**config.mk**
```make
export PLATFORM = sky130hd
export DESIGN_NAME = measurement_cycle_sequencer
export DESIGN_NICKNAME = d
export VERILOG_FILES = /design/src/design/mcs_pkg.sv /design/src/design/mcs_step.sv /design/src/design/measurement_cycle_sequencer.sv
export SDC_FILE = /design/constraint.sdc
export NUM_CORES = 1
export LEC_CHECK = 0
export BUFFER_PORTS_ARGS = -buffer_cell sky130_fd_sc_hd__buf_2
export CELL_PAD_IN_SITES_DETAIL_PLACEMENT = 0
export CELL_PAD_IN_SITES_GLOBAL_PLACEMENT = 2
export CORE_MARGIN = 4
export CORE_UTILIZATION = 35
export DETAILED_ROUTE_END_ITERATION = 16
export PLACE_DENSITY_LB_ADDON = 0.1
export SYNTH_ARGS = -nofsm -noshare
export SYNTH_HDL_FRONTEND = slang
export SYNTH_HIERARCHICAL = 1
export SYNTH_SLANG_ARGS = --single-unit
```
**constraint.sdc**
```tcl
create_clock -name i_clk -period 12.4 [get_ports i_clk]
set_input_delay 2.48 -clock i_clk [delete_from_list [all_inputs] [get_ports i_clk]]
set_output_delay 2.48 -clock i_clk [all_outputs]
set_load 0.1 [all_outputs]
```
**src/design/mcs_pkg.sv**
```systemverilog
`timescale 1ns / 1ps
// ----------------------------------------------------------------------------
// mcs_pkg
// Shared types, mode codes and register indexes of the measurement cycle
// sequencer.
// ----------------------------------------------------------------------------
package mcs_pkg;

    localparam int SEC_W   = 16;
    localparam int FLAG_W  = 7;
    localparam int CFG_IDX_W = 3;

    localparam logic [SEC_W-1:0] SEC_MAX = {SEC_W{1'b1}};

    // latched flag bit positions
    localparam int F_CAL_TOOL   = 0;
    localparam int F_MEAS_TOOL  = 1;
    localparam int F_CALIBRATED = 2;
    localparam int F_DEPLETE    = 3;
    localparam int F_CIRCULATE  = 4;
    localparam int F_CAL_FIN    = 5;
    localparam int F_MEAS_FIN   = 6;

    // configuration register indexes
    localparam logic [CFG_IDX_W-1:0] REG_IDLE_SECONDS         = 3'd0;
    localparam logic [CFG_IDX_W-1:0] REG_POWER_UP_SECONDS     = 3'd1;
    localparam logic [CFG_IDX_W-1:0] REG_SHUTDOWN_SECONDS     = 3'd2;
    localparam logic [CFG_IDX_W-1:0] REG_CHANGE_WATER_SECONDS = 3'd3;
    localparam logic [CFG_IDX_W-1:0] REG_SETTLE_WATER_SECONDS = 3'd4;

    typedef enum logic [3:0] {
        M_IDLE             = 4'd0,
        M_POWER_UP         = 4'd1,
        M_SHUTDOWN         = 4'd2,
        M_INIT             = 4'd3,
        M_CALIBRATION      = 4'd4,
        M_CALIBRATION_DONE = 4'd5,
        M_MEASUREMENT      = 4'd6,
        M_MEASUREMENT_DONE = 4'd7,
        M_FINALISE         = 4'd8,
        M_TAKE_DARK        = 4'd9,
        M_TAKE_SPECTRUM    = 4'd10,
        M_ANALYSE          = 4'd11,
        M_CHANGE_WATER     = 4'd12,
        M_SETTLE_WATER     = 4'd13,
        M_MANUAL_ON        = 4'd14,
        M_MANUAL_OFF       = 4'd15
    } t_mode;

    typedef struct packed {
        logic [SEC_W-1:0] idle_seconds;
        logic [SEC_W-1:0] power_up_seconds;
        logic [SEC_W-1:0] shutdown_seconds;
        logic [SEC_W-1:0] change_water_seconds;
        logic [SEC_W-1:0] settle_water_seconds;
    } t_cfg;

    typedef struct packed {
        t_mode             mode;
        t_mode             resume_mode;
        t_mode             return_mode;
        logic [SEC_W-1:0]  rest_seconds;
        logic [SEC_W-1:0]  elapsed_seconds;
        logic              step_pending;
        logic [FLAG_W-1:0] latched_flags;
    } t_seq_state;

    localparam t_cfg CFG_RESET = '0;

    localparam t_seq_state SEQ_STATE_RESET = '{
        mode:            M_IDLE,
        resume_mode:     M_IDLE,
        return_mode:     M_IDLE,
        rest_seconds:    '0,
        elapsed_seconds: '0,
        step_pending:    1'b0,
        latched_flags:   '0
    };

    // leaving a timed mode restarts the seconds counter
    function automatic logic is_timed(input t_mode m);
        logic r;
        case (m)
            M_TAKE_DARK, M_TAKE_SPECTRUM, M_ANALYSE,
            M_MANUAL_ON, M_MANUAL_OFF: r = 1'b0;
            default:                   r = 1'b1;
        endcase
        return r;
    endfunction

endpackage

```
**src/design/mcs_step.sv**
```systemverilog
`timescale 1ns / 1ps
// ----------------------------------------------------------------------------
// mcs_step
// Next-state function for one tick or step request: counter update, dwell
// check and mode transition.
// ----------------------------------------------------------------------------
module mcs_step import mcs_pkg::*; (
    input  t_seq_state        i_state,
    input  t_cfg              i_cfg,
    input  logic              i_cmd,
    input  logic [FLAG_W-1:0] i_flags,
    output t_seq_state        o_state,
    output logic              o_fire
);

    always_comb begin
        t_seq_state       s;
        logic [SEC_W-1:0] dwell;
        logic             ct;
        logic             mt;
        logic             cal;

        s = i_state;
        if (i_cmd) begin
            s.latched_flags = i_flags;
            s.step_pending  = 1'b1;
        end else if (s.elapsed_seconds != SEC_MAX) begin
            s.elapsed_seconds = s.elapsed_seconds + {{(SEC_W-1){1'b0}}, 1'b1};
        end

        case (i_state.mode)
            M_IDLE:                     dwell = i_state.rest_seconds;
            M_POWER_UP:                 dwell = i_cfg.power_up_seconds;
            M_SHUTDOWN:                 dwell = i_cfg.shutdown_seconds;
            M_CHANGE_WATER, M_FINALISE: dwell = i_cfg.change_water_seconds;
            M_SETTLE_WATER:             dwell = i_cfg.settle_water_seconds;
            default:                    dwell = '0;
        endcase

        o_fire = s.step_pending && (s.elapsed_seconds >= dwell);

        ct  = s.latched_flags[F_CAL_TOOL];
        mt  = s.latched_flags[F_MEAS_TOOL];
        cal = s.latched_flags[F_CALIBRATED];

        if (o_fire) begin
            case (i_state.mode)
                M_IDLE:     s.mode = M_POWER_UP;
                M_POWER_UP: s.mode = M_INIT;
                M_INIT: begin
                    if (ct && mt) begin
                        s.mode = cal ? M_MEASUREMENT : M_CALIBRATION;
                    end else if (ct) begin
                        s.mode = cal ? M_FINALISE : M_CALIBRATION;
                    end else if (!mt) begin
                        s.mode = M_MANUAL_ON;
                    end else begin
                        s.mode = M_FINALISE;
                    end
                end
                M_CALIBRATION: begin
                    if (s.latched_flags[F_DEPLETE]) begin
                        s.resume_mode = M_CALIBRATION;
                        s.mode        = M_CHANGE_WATER;
                    end else begin
                        s.return_mode = s.latched_flags[F_CAL_FIN] ?
                                        M_CALIBRATION_DONE : M_CALIBRATION;
                        if (s.latched_flags[F_CIRCULATE]) begin
                            s.resume_mode = M_TAKE_DARK;
                            s.mode        = M_CHANGE_WATER;
                        end else begin
                            s.mode = M_ANALYSE;
                        end
                    end
                end
                M_CALIBRATION_DONE: s.mode = M_FINALISE;
                M_MEASUREMENT: begin
                    s.return_mode = s.latched_flags[F_MEAS_FIN] ?
                                    M_MEASUREMENT_DONE : M_MEASUREMENT;
                    s.mode = M_TAKE_DARK;
                end
                M_MEASUREMENT_DONE: s.mode = M_FINALISE;
                M_TAKE_DARK:        s.mode = M_TAKE_SPECTRUM;
                M_TAKE_SPECTRUM:    s.mode = M_ANALYSE;
                M_ANALYSE:          s.mode = i_state.return_mode;
                M_CHANGE_WATER: begin
                    s.mode = s.latched_flags[F_DEPLETE] ?
                             i_state.resume_mode : M_SETTLE_WATER;
                end
                M_SETTLE_WATER: s.mode = i_state.resume_mode;
                M_FINALISE:     s.mode = M_SHUTDOWN;
                M_SHUTDOWN: begin
                    // idle rest never shorter than the settle time
                    s.rest_seconds = (i_cfg.idle_seconds < i_cfg.settle_water_seconds) ?
                                     i_cfg.settle_water_seconds : i_cfg.idle_seconds;
                    s.mode = M_IDLE;
                end
                M_MANUAL_ON: s.mode = M_MANUAL_OFF;
                default:     s.mode = M_SHUTDOWN;
            endcase
            if (is_timed(i_state.mode)) begin
                s.elapsed_seconds = '0;
            end
            s.step_pending = 1'b0;
        end

        o_state = s;
    end

endmodule

```
**src/design/measurement_cycle_sequencer.sv**
```systemverilog
`timescale 1ns / 1ps
// ----------------------------------------------------------------------------
// measurement_cycle_sequencer
// Sixteen-mode instrument cycle sequencer driven by one-second ticks and
// step requests, reporting each mode change as an old/new mode pair.
// ----------------------------------------------------------------------------
// Usage:
//   s_axis carries one request per item: tuser = 0 is a one-second tick,
//   tuser = 1 a step request whose tdata flags are latched for the step.
//   m_axis carries one result for every request that makes the mode
//   advance; ticks and requests that must still wait for the current
//   mode's dwell give no result.
//   The cfg channel writes the five dwell registers (index 0..4); other
//   indexes are dropped. Write only while the block is idle. Always ready.
// Timing:
//   A request is taken into an input register and evaluated by the single-pass
//   step logic once the output stage is free; its result is registered in the
//   output register. One request per cycle is sustained while m_axis is ready;
//   the only loop is the mode / counter register feeding the step logic.
// Reset (synchronous, active low):
//   mode, return and resume modes go to idle, counters, flags and all
//   dwell registers to zero, both pipeline stages empty.
// Stall:
//   While m_axis is stalled the pending result holds and one more request
//   is kept in the input register; s_axis_tready then drops.
// ----------------------------------------------------------------------------
module measurement_cycle_sequencer import mcs_pkg::*; (
    input  logic                 i_clk,
    input  logic                 i_rst_n,
    // configuration write channel
    input  logic                 i_cfg_valid,
    output logic                 o_cfg_ready,
    input  logic [CFG_IDX_W-1:0] i_cfg_index,
    input  logic [SEC_W-1:0]     i_cfg_data,
    // request stream
    input  logic                 s_axis_tvalid,
    output logic                 s_axis_tready,
    // [0] has_calibration_tool, [1] has_measurement_tool, [2] is_calibrated,
    // [3] deplete_water, [4] circulate_water, [5] calibration_finished,
    // [6] measurement_finished, [7] unused
    input  logic [7:0]           s_axis_tdata,
    // [0] cmd (0 tick, 1 step request)
    input  logic                 s_axis_tuser,
    // result stream
    output logic                 m_axis_tvalid,
    input  logic                 m_axis_tready,
    // [3:0] old_mode, [7:4] new_mode
    output logic [7:0]           m_axis_tdata
);

    t_cfg              r_cfg;
    t_seq_state        r_state;
    t_seq_state        n_state;

    logic              r_in_valid;
    logic              r_in_cmd;
    logic [FLAG_W-1:0] r_in_flags;

    logic              r_out_valid;
    t_mode             r_out_old;
    t_mode             r_out_new;

    logic              step_fire;
    logic              advance;
    logic              in_take;
    logic              fire_taken;

    // output stage free or draining this cycle
    assign advance       = !r_out_valid || m_axis_tready;
    assign s_axis_tready = !r_in_valid || advance;
    assign in_take       = s_axis_tvalid && s_axis_tready;
    assign fire_taken    = advance && r_in_valid && step_fire;

    assign o_cfg_ready   = 1'b1;
    assign m_axis_tvalid = r_out_valid;
    assign m_axis_tdata  = {r_out_new, r_out_old};

    mcs_step u_step (
        .i_state (r_state),
        .i_cfg   (r_cfg),
        .i_cmd   (r_in_cmd),
        .i_flags (r_in_flags),
        .o_state (n_state),
        .o_fire  (step_fire)
    );

    // configuration registers
    always_ff @(posedge i_clk) begin
        if (!i_rst_n) begin
            r_cfg <= CFG_RESET;
        end else if (i_cfg_valid && o_cfg_ready) begin
            case (i_cfg_index)
                REG_IDLE_SECONDS:         r_cfg.idle_seconds         <= i_cfg_data;
                REG_POWER_UP_SECONDS:     r_cfg.power_up_seconds     <= i_cfg_data;
                REG_SHUTDOWN_SECONDS:     r_cfg.shutdown_seconds     <= i_cfg_data;
                REG_CHANGE_WATER_SECONDS: r_cfg.change_water_seconds <= i_cfg_data;
                REG_SETTLE_WATER_SECONDS: r_cfg.settle_water_seconds <= i_cfg_data;
                default: ;
            endcase
        end
    end

    // control: stage valids and sequencer state
    always_ff @(posedge i_clk) begin
        if (!i_rst_n) begin
            r_in_valid  <= 1'b0;
            r_out_valid <= 1'b0;
            r_state     <= SEQ_STATE_RESET;
        end else begin
            if (s_axis_tready) begin
                r_in_valid <= s_axis_tvalid;
            end
            if (advance) begin
                r_out_valid <= r_in_valid && step_fire;
                if (r_in_valid) begin
                    r_state <= n_state;
                end
            end
        end
    end

    // payload registers
    always_ff @(posedge i_clk) begin
        if (in_take) begin
            r_in_cmd   <= s_axis_tuser;
            r_in_flags <= s_axis_tdata[FLAG_W-1:0];
        end
        if (fire_taken) begin
            r_out_old <= r_state.mode;
            r_out_new <= n_state.mode;
        end
    end

`ifndef SYNTH
    // a fired step shows up as a result carrying the mode it left
    a_result_old_mode: assert property (@(posedge i_clk) disable iff (!i_rst_n)
        fire_taken |=> r_out_valid && (r_out_old == $past(r_state.mode)))
        else $error("result old_mode does not match mode before step");

    // a fired step consumes the pending request
    a_pending_cleared: assert property (@(posedge i_clk) disable iff (!i_rst_n)
        fire_taken |=> !r_state.step_pending)
        else $error("step pending still set after step");

    // leaving shutdown loads a rest time of at least the settle time
    a_idle_clamp: assert property (@(posedge i_clk) disable iff (!i_rst_n)
        (fire_taken && (r_state.mode == M_SHUTDOWN)) |=>
        (r_state.rest_seconds >= $past(r_cfg.settle_water_seconds)) &&
        (r_state.mode == M_IDLE))
        else $error("idle rest time not clamped to settle time");

    // the input side only blocks while a request is held behind a stall
    a_ready_only_full: assert property (@(posedge i_clk) disable iff (!i_rst_n)
        !s_axis_tready |-> (r_in_valid && r_out_valid))
        else $error("input stalled with a free pipeline stage");
`endif

endmodule
```
==> metrics.log <==
[metrics] element type at the critical path end: primary output
[metrics] number of synthesized flops with an enable pin: 16
[metrics] critical path required time: around 10 ns
[metrics] number of H-tree branching levels: 4
[metrics] CTS tree: yes
[metrics] Slew @ Worst Pin: 1.14 ns
[metrics] Mapped Area: 0.00790 mm2
[metrics] number of max-capacitance violations reported: 0
[metrics] effective utilization at floorplan: 35.9%
[metrics] CTS Sinks: 150
[metrics] number of antenna repair diodes: 0
[metrics] Port Buffers: 41
[metrics] total overflow reported by the global router: 0
[metrics] number of post-CTS setup repair buffers: 0
[metrics] post-route design area: 0.00885 mm2
[metrics] post-synth cell types: 59
[metrics] Yosys warning count: 6
[metrics] number of design rule violations left after detail routing: 0
[metrics] fraction of final layout cells with drive strength greater than 1: ~14%
[metrics] Post-Route WL: between 20 and 25 mm
[metrics] Int Pwr: roughly 850 uW
[metrics] Routed Antenna Nets: 0
[metrics] routability-driven placement congestion ratio: 0.792
[metrics] number of global-route vias before repair: roughly 6400
[metrics] number of standard-cell rows in the floorplan: 54
[metrics] path class of the lowest-slack min-delay path: reg2reg
[metrics] Clock Tree Buf Depth: 2
[metrics] TritonCTS buffer count: 17
[metrics] dpl cell area: 0.00825 mm2
[metrics] startpoint type of the worst setup path: primary input
[metrics] Sw Share: around 28%
[metrics] register bit total from synthesis: 150
[metrics] first-pass iteration count of the detailed router: 7
[metrics] CORE AREA: roughly 0.022 mm2
[metrics] Lkg Pwr: 3.25 nW
[metrics] endpoint arrival time on the critical path: 3.30 ns
[metrics] sequential power share: 43.4%
[metrics] die area: 0.0250 mm2
[metrics] largest net degree at the start of global routing: 120
[metrics] synthesized net count: 1000
[metrics] dominant register cell in the synthesized netlist: sky130_fd_sc_hd__dfxtp_1
[metrics] sequential element share of the synthesized area: 40.0%
[metrics] number of vias after detailed routing: 6712
[metrics] final setup violation count: 0
[metrics] number of endpoints with negative hold slack in the final report: 0
[metrics] Net count, final: 1002
[metrics] WL per Instance: between 15 and 20 um
[metrics] share of power burned in the clock network: 44.8%
[metrics] die height: 158 um
[metrics] Max IR drop VDD: 0.0000698 V
[metrics] cell count after synthesis: just over 900
[metrics] post-layout minimum cycle time: 5.78 ns
[metrics] First DRT Iteration DRCs: 393
[metrics] number of pins exceeding their max-slew limit in the final report: 0
[metrics] outcome: complete, no violations
[metrics] Post-Syn Area per Cell: 8.45 um2
[metrics] worst slew margin relative to its limit: 23.9%
[metrics] highest net fanout along the worst path: 4
[metrics] fin crit share: 46.6%
[metrics] count of hold-fix buffers inserted at cts: 0
[metrics] Sum Neg Setup Slack: 0 ns
[metrics] type of the worst setup path: in2out
[metrics] Area growth syn-to-layout: 12.0%
[metrics] first-pass GRT wire length: 35.0 mm
[metrics] number of antenna violations at the first check in global routing: 0
[metrics] insertion delay to the later sink of the worst-skew pair: 0.42 ns
[metrics] total global routing track utilization: 17.9%
[metrics] via density per instance: ~5.5
[metrics] FFs w/ async S/R, synth: 0%
[metrics] half-perimeter wire length after detailed placement: 13.9 mm
[metrics] setup repair after global routing missed its margin: false
[metrics] total power divided by cell area: 134 mW/mm2
[metrics] part of the power in combinational logic: 11.8%
[metrics] cell chosen for the clock root: sky130_fd_sc_hd__clkbuf_16
[metrics] CTS clock-pin slew for the worst setup and hold paths: approximately 0.060 ns
[metrics] fillcell total: 2240
[metrics] achievable clock frequency: 173 MHz
[metrics] number of top-level pins: 44
[metrics] Die X-Extent: ~160 um
[metrics] Resized Gates After CTS: 0
[metrics] net switching power figure: 336 uW
[metrics] worst-case clock skew: approximately 0.012 ns
==> final timing paths <==
path	cells past startpoint	to	start	slack, ns
worst min-delay path	2	r_state[4]$_SDFFE_PN0P_	r_state[4]$_SDFFE_PN0P_	0.46
worst max register to register	9	r_out_old[2]$_DFFE_PP_	r_state[50]$_SDFFE_PN0P_	7.23
worst max-delay path	4	s_axis_tready	m_axis_tready	6.62
worst min register to register	2	r_state[4]$_SDFFE_PN0P_	r_state[4]$_SDFFE_PN0P_	0.46
==> placed cells by master (no fill, tap or decap), drive strengths merged, types with 19 or more instances in the layout <==
master  synthesis  layout
a21oi          19      19
a31oi          19      19
buf            24      50
dfxtp         134     134
ha             32      32
inv            37      45
mux2i          54      54
nand2         183     183
nand3          88      88
nor2           42      42
o21ai          95      95
==> kinds of logic (layout without fill, tap and decap cells) <==
logic type / after synthesis / in the layout / share of synthesized area [%]
compound gates: 207 / 207 / 17.7
xor+xnor: 11 / 11 / 1.22
fa+ha+maj: 32 / 32 / 5.07
buf+inv: 104 / 119 / 5.86
flops: 150 / 150 / 40.0
mux: 62 / 62 / 7.98
other cells: 1 / 1 / 0.0475
simple gates: 368 / 368 / 22.0
==> cells in the mapped netlist (3+ instances only) <==
master,number,area (um2)
sky130_fd_sc_hd__nand2_1,183,687
sky130_fd_sc_hd__dfxtp_1,134,2680
sky130_fd_sc_hd__o21ai_0,79,395
sky130_fd_sc_hd__nand3_1,73,365
sky130_fd_sc_hd__mux2i_1,54,541
sky130_fd_sc_hd__clkbuf_1,43,161
sky130_fd_sc_hd__nor2_1,42,158
sky130_fd_sc_hd__inv_1,37,139
sky130_fd_sc_hd__ha_1,32,400
sky130_fd_sc_hd__a31oi_1,19,119
sky130_fd_sc_hd__a21oi_1,17,85.1
sky130_fd_sc_hd__a221oi_1,17,149
sky130_fd_sc_hd__nor2b_1,17,106
sky130_fd_sc_hd__a222oi_1,16,160
sky130_fd_sc_hd__edfxtp_1,16,480
sky130_fd_sc_hd__o21ai_2,16,140
sky130_fd_sc_hd__nand3_2,15,150
sky130_fd_sc_hd__buf_2,12,60.1
sky130_fd_sc_hd__a21boi_0,11,82.6
sky130_fd_sc_hd__mux2_2,8,90.1
sky130_fd_sc_hd__nand4_1,7,43.8
sky130_fd_sc_hd__xnor2_1,7,61.3
sky130_fd_sc_hd__and2_1,6,37.5
sky130_fd_sc_hd__o21a_1,6,45.0
sky130_fd_sc_hd__a211oi_1,5,37.5
sky130_fd_sc_hd__and3_1,4,25.0
sky130_fd_sc_hd__and4_1,4,35.0
sky130_fd_sc_hd__buf_1,4,15.0
sky130_fd_sc_hd__buf_6,4,45.0
sky130_fd_sc_hd__nor3_1,4,20.0
sky130_fd_sc_hd__xor2_1,4,35.0
sky130_fd_sc_hd__a2bb2oi_1,3,26.3
sky130_fd_sc_hd__buf_4,3,22.5
sky130_fd_sc_hd__nand4bb_1,3,33.8
==> critical path: stages <==
cell                      delay [ns]
sky130_fd_sc_hd__buf_2          0.10
sky130_fd_sc_hd__nor2b_1        0.31
sky130_fd_sc_hd__nand2_1        0.11
sky130_fd_sc_hd__buf_2          0.30
==> sequential cells by signal (all words and copies together), names as in the netlist <==
name and cells:
r_state 52, r_in_flags 7, m_axis_tvalid 1, r_in_valid 1, r_cfg 80, r_out_old 4
r_out_new 4, r_in_cmd 1
==> cell type report <==
| class | count | area (um2) | area share, % |
|---|---|---|---|
| Multi-Input combinational cell | 681 | 4320 | 48.8 |
| Sequential cell | 150 | 3160 | 35.7 |
| Clock buffer | 18 | 439 | 4.96 |
| Tap cell | 280 | 350 | 3.96 |
| Timing Repair Buffer | 50 | 279 | 3.15 |
| Clock inverter | 14 | 161 | 1.82 |
| Inverter | 37 | 139 | 1.57 |
==> per-layer routing <==
metal  vias to the layer above  wire length [um]  GRT usage (%)
met5                         -                 0              0
met4                         0               403           4.79
met3                        24               919           3.72
met2                       144             10000           28.8
met1                      3209             10600           24.5
li1                       3335                 -              -
==> metrics by stage <==
stage                     utilization [%]  hold slack [ns]  setup WS (ns)  instances  power (mW)
after floorplan                         -            0.428           6.66        935       0.621
after global placement               37.5            0.441           6.63       1198       0.664
after detailed placement             37.5            0.451           6.62       1198       0.666
after CTS                            40.2            0.462           6.62       1230        1.20
after global routing                 40.2            0.488           6.54       1230        1.24
final                                40.2            0.459           6.62       1230        1.19
==> power by group through the flow <==
stage	logic, mW	clock network (mW)	registers, mW
6_report	0.140	0.532	0.514
5_1_grt	0.153	0.567	0.516
4_1_cts	0.141	0.549	0.514
3_5_place_dp	0.141	0	0.525
3_3_place_gp	0.139	0	0.525
2_1_floorplan	0.0908	0	0.530
(Power assumes the default switching activity.)
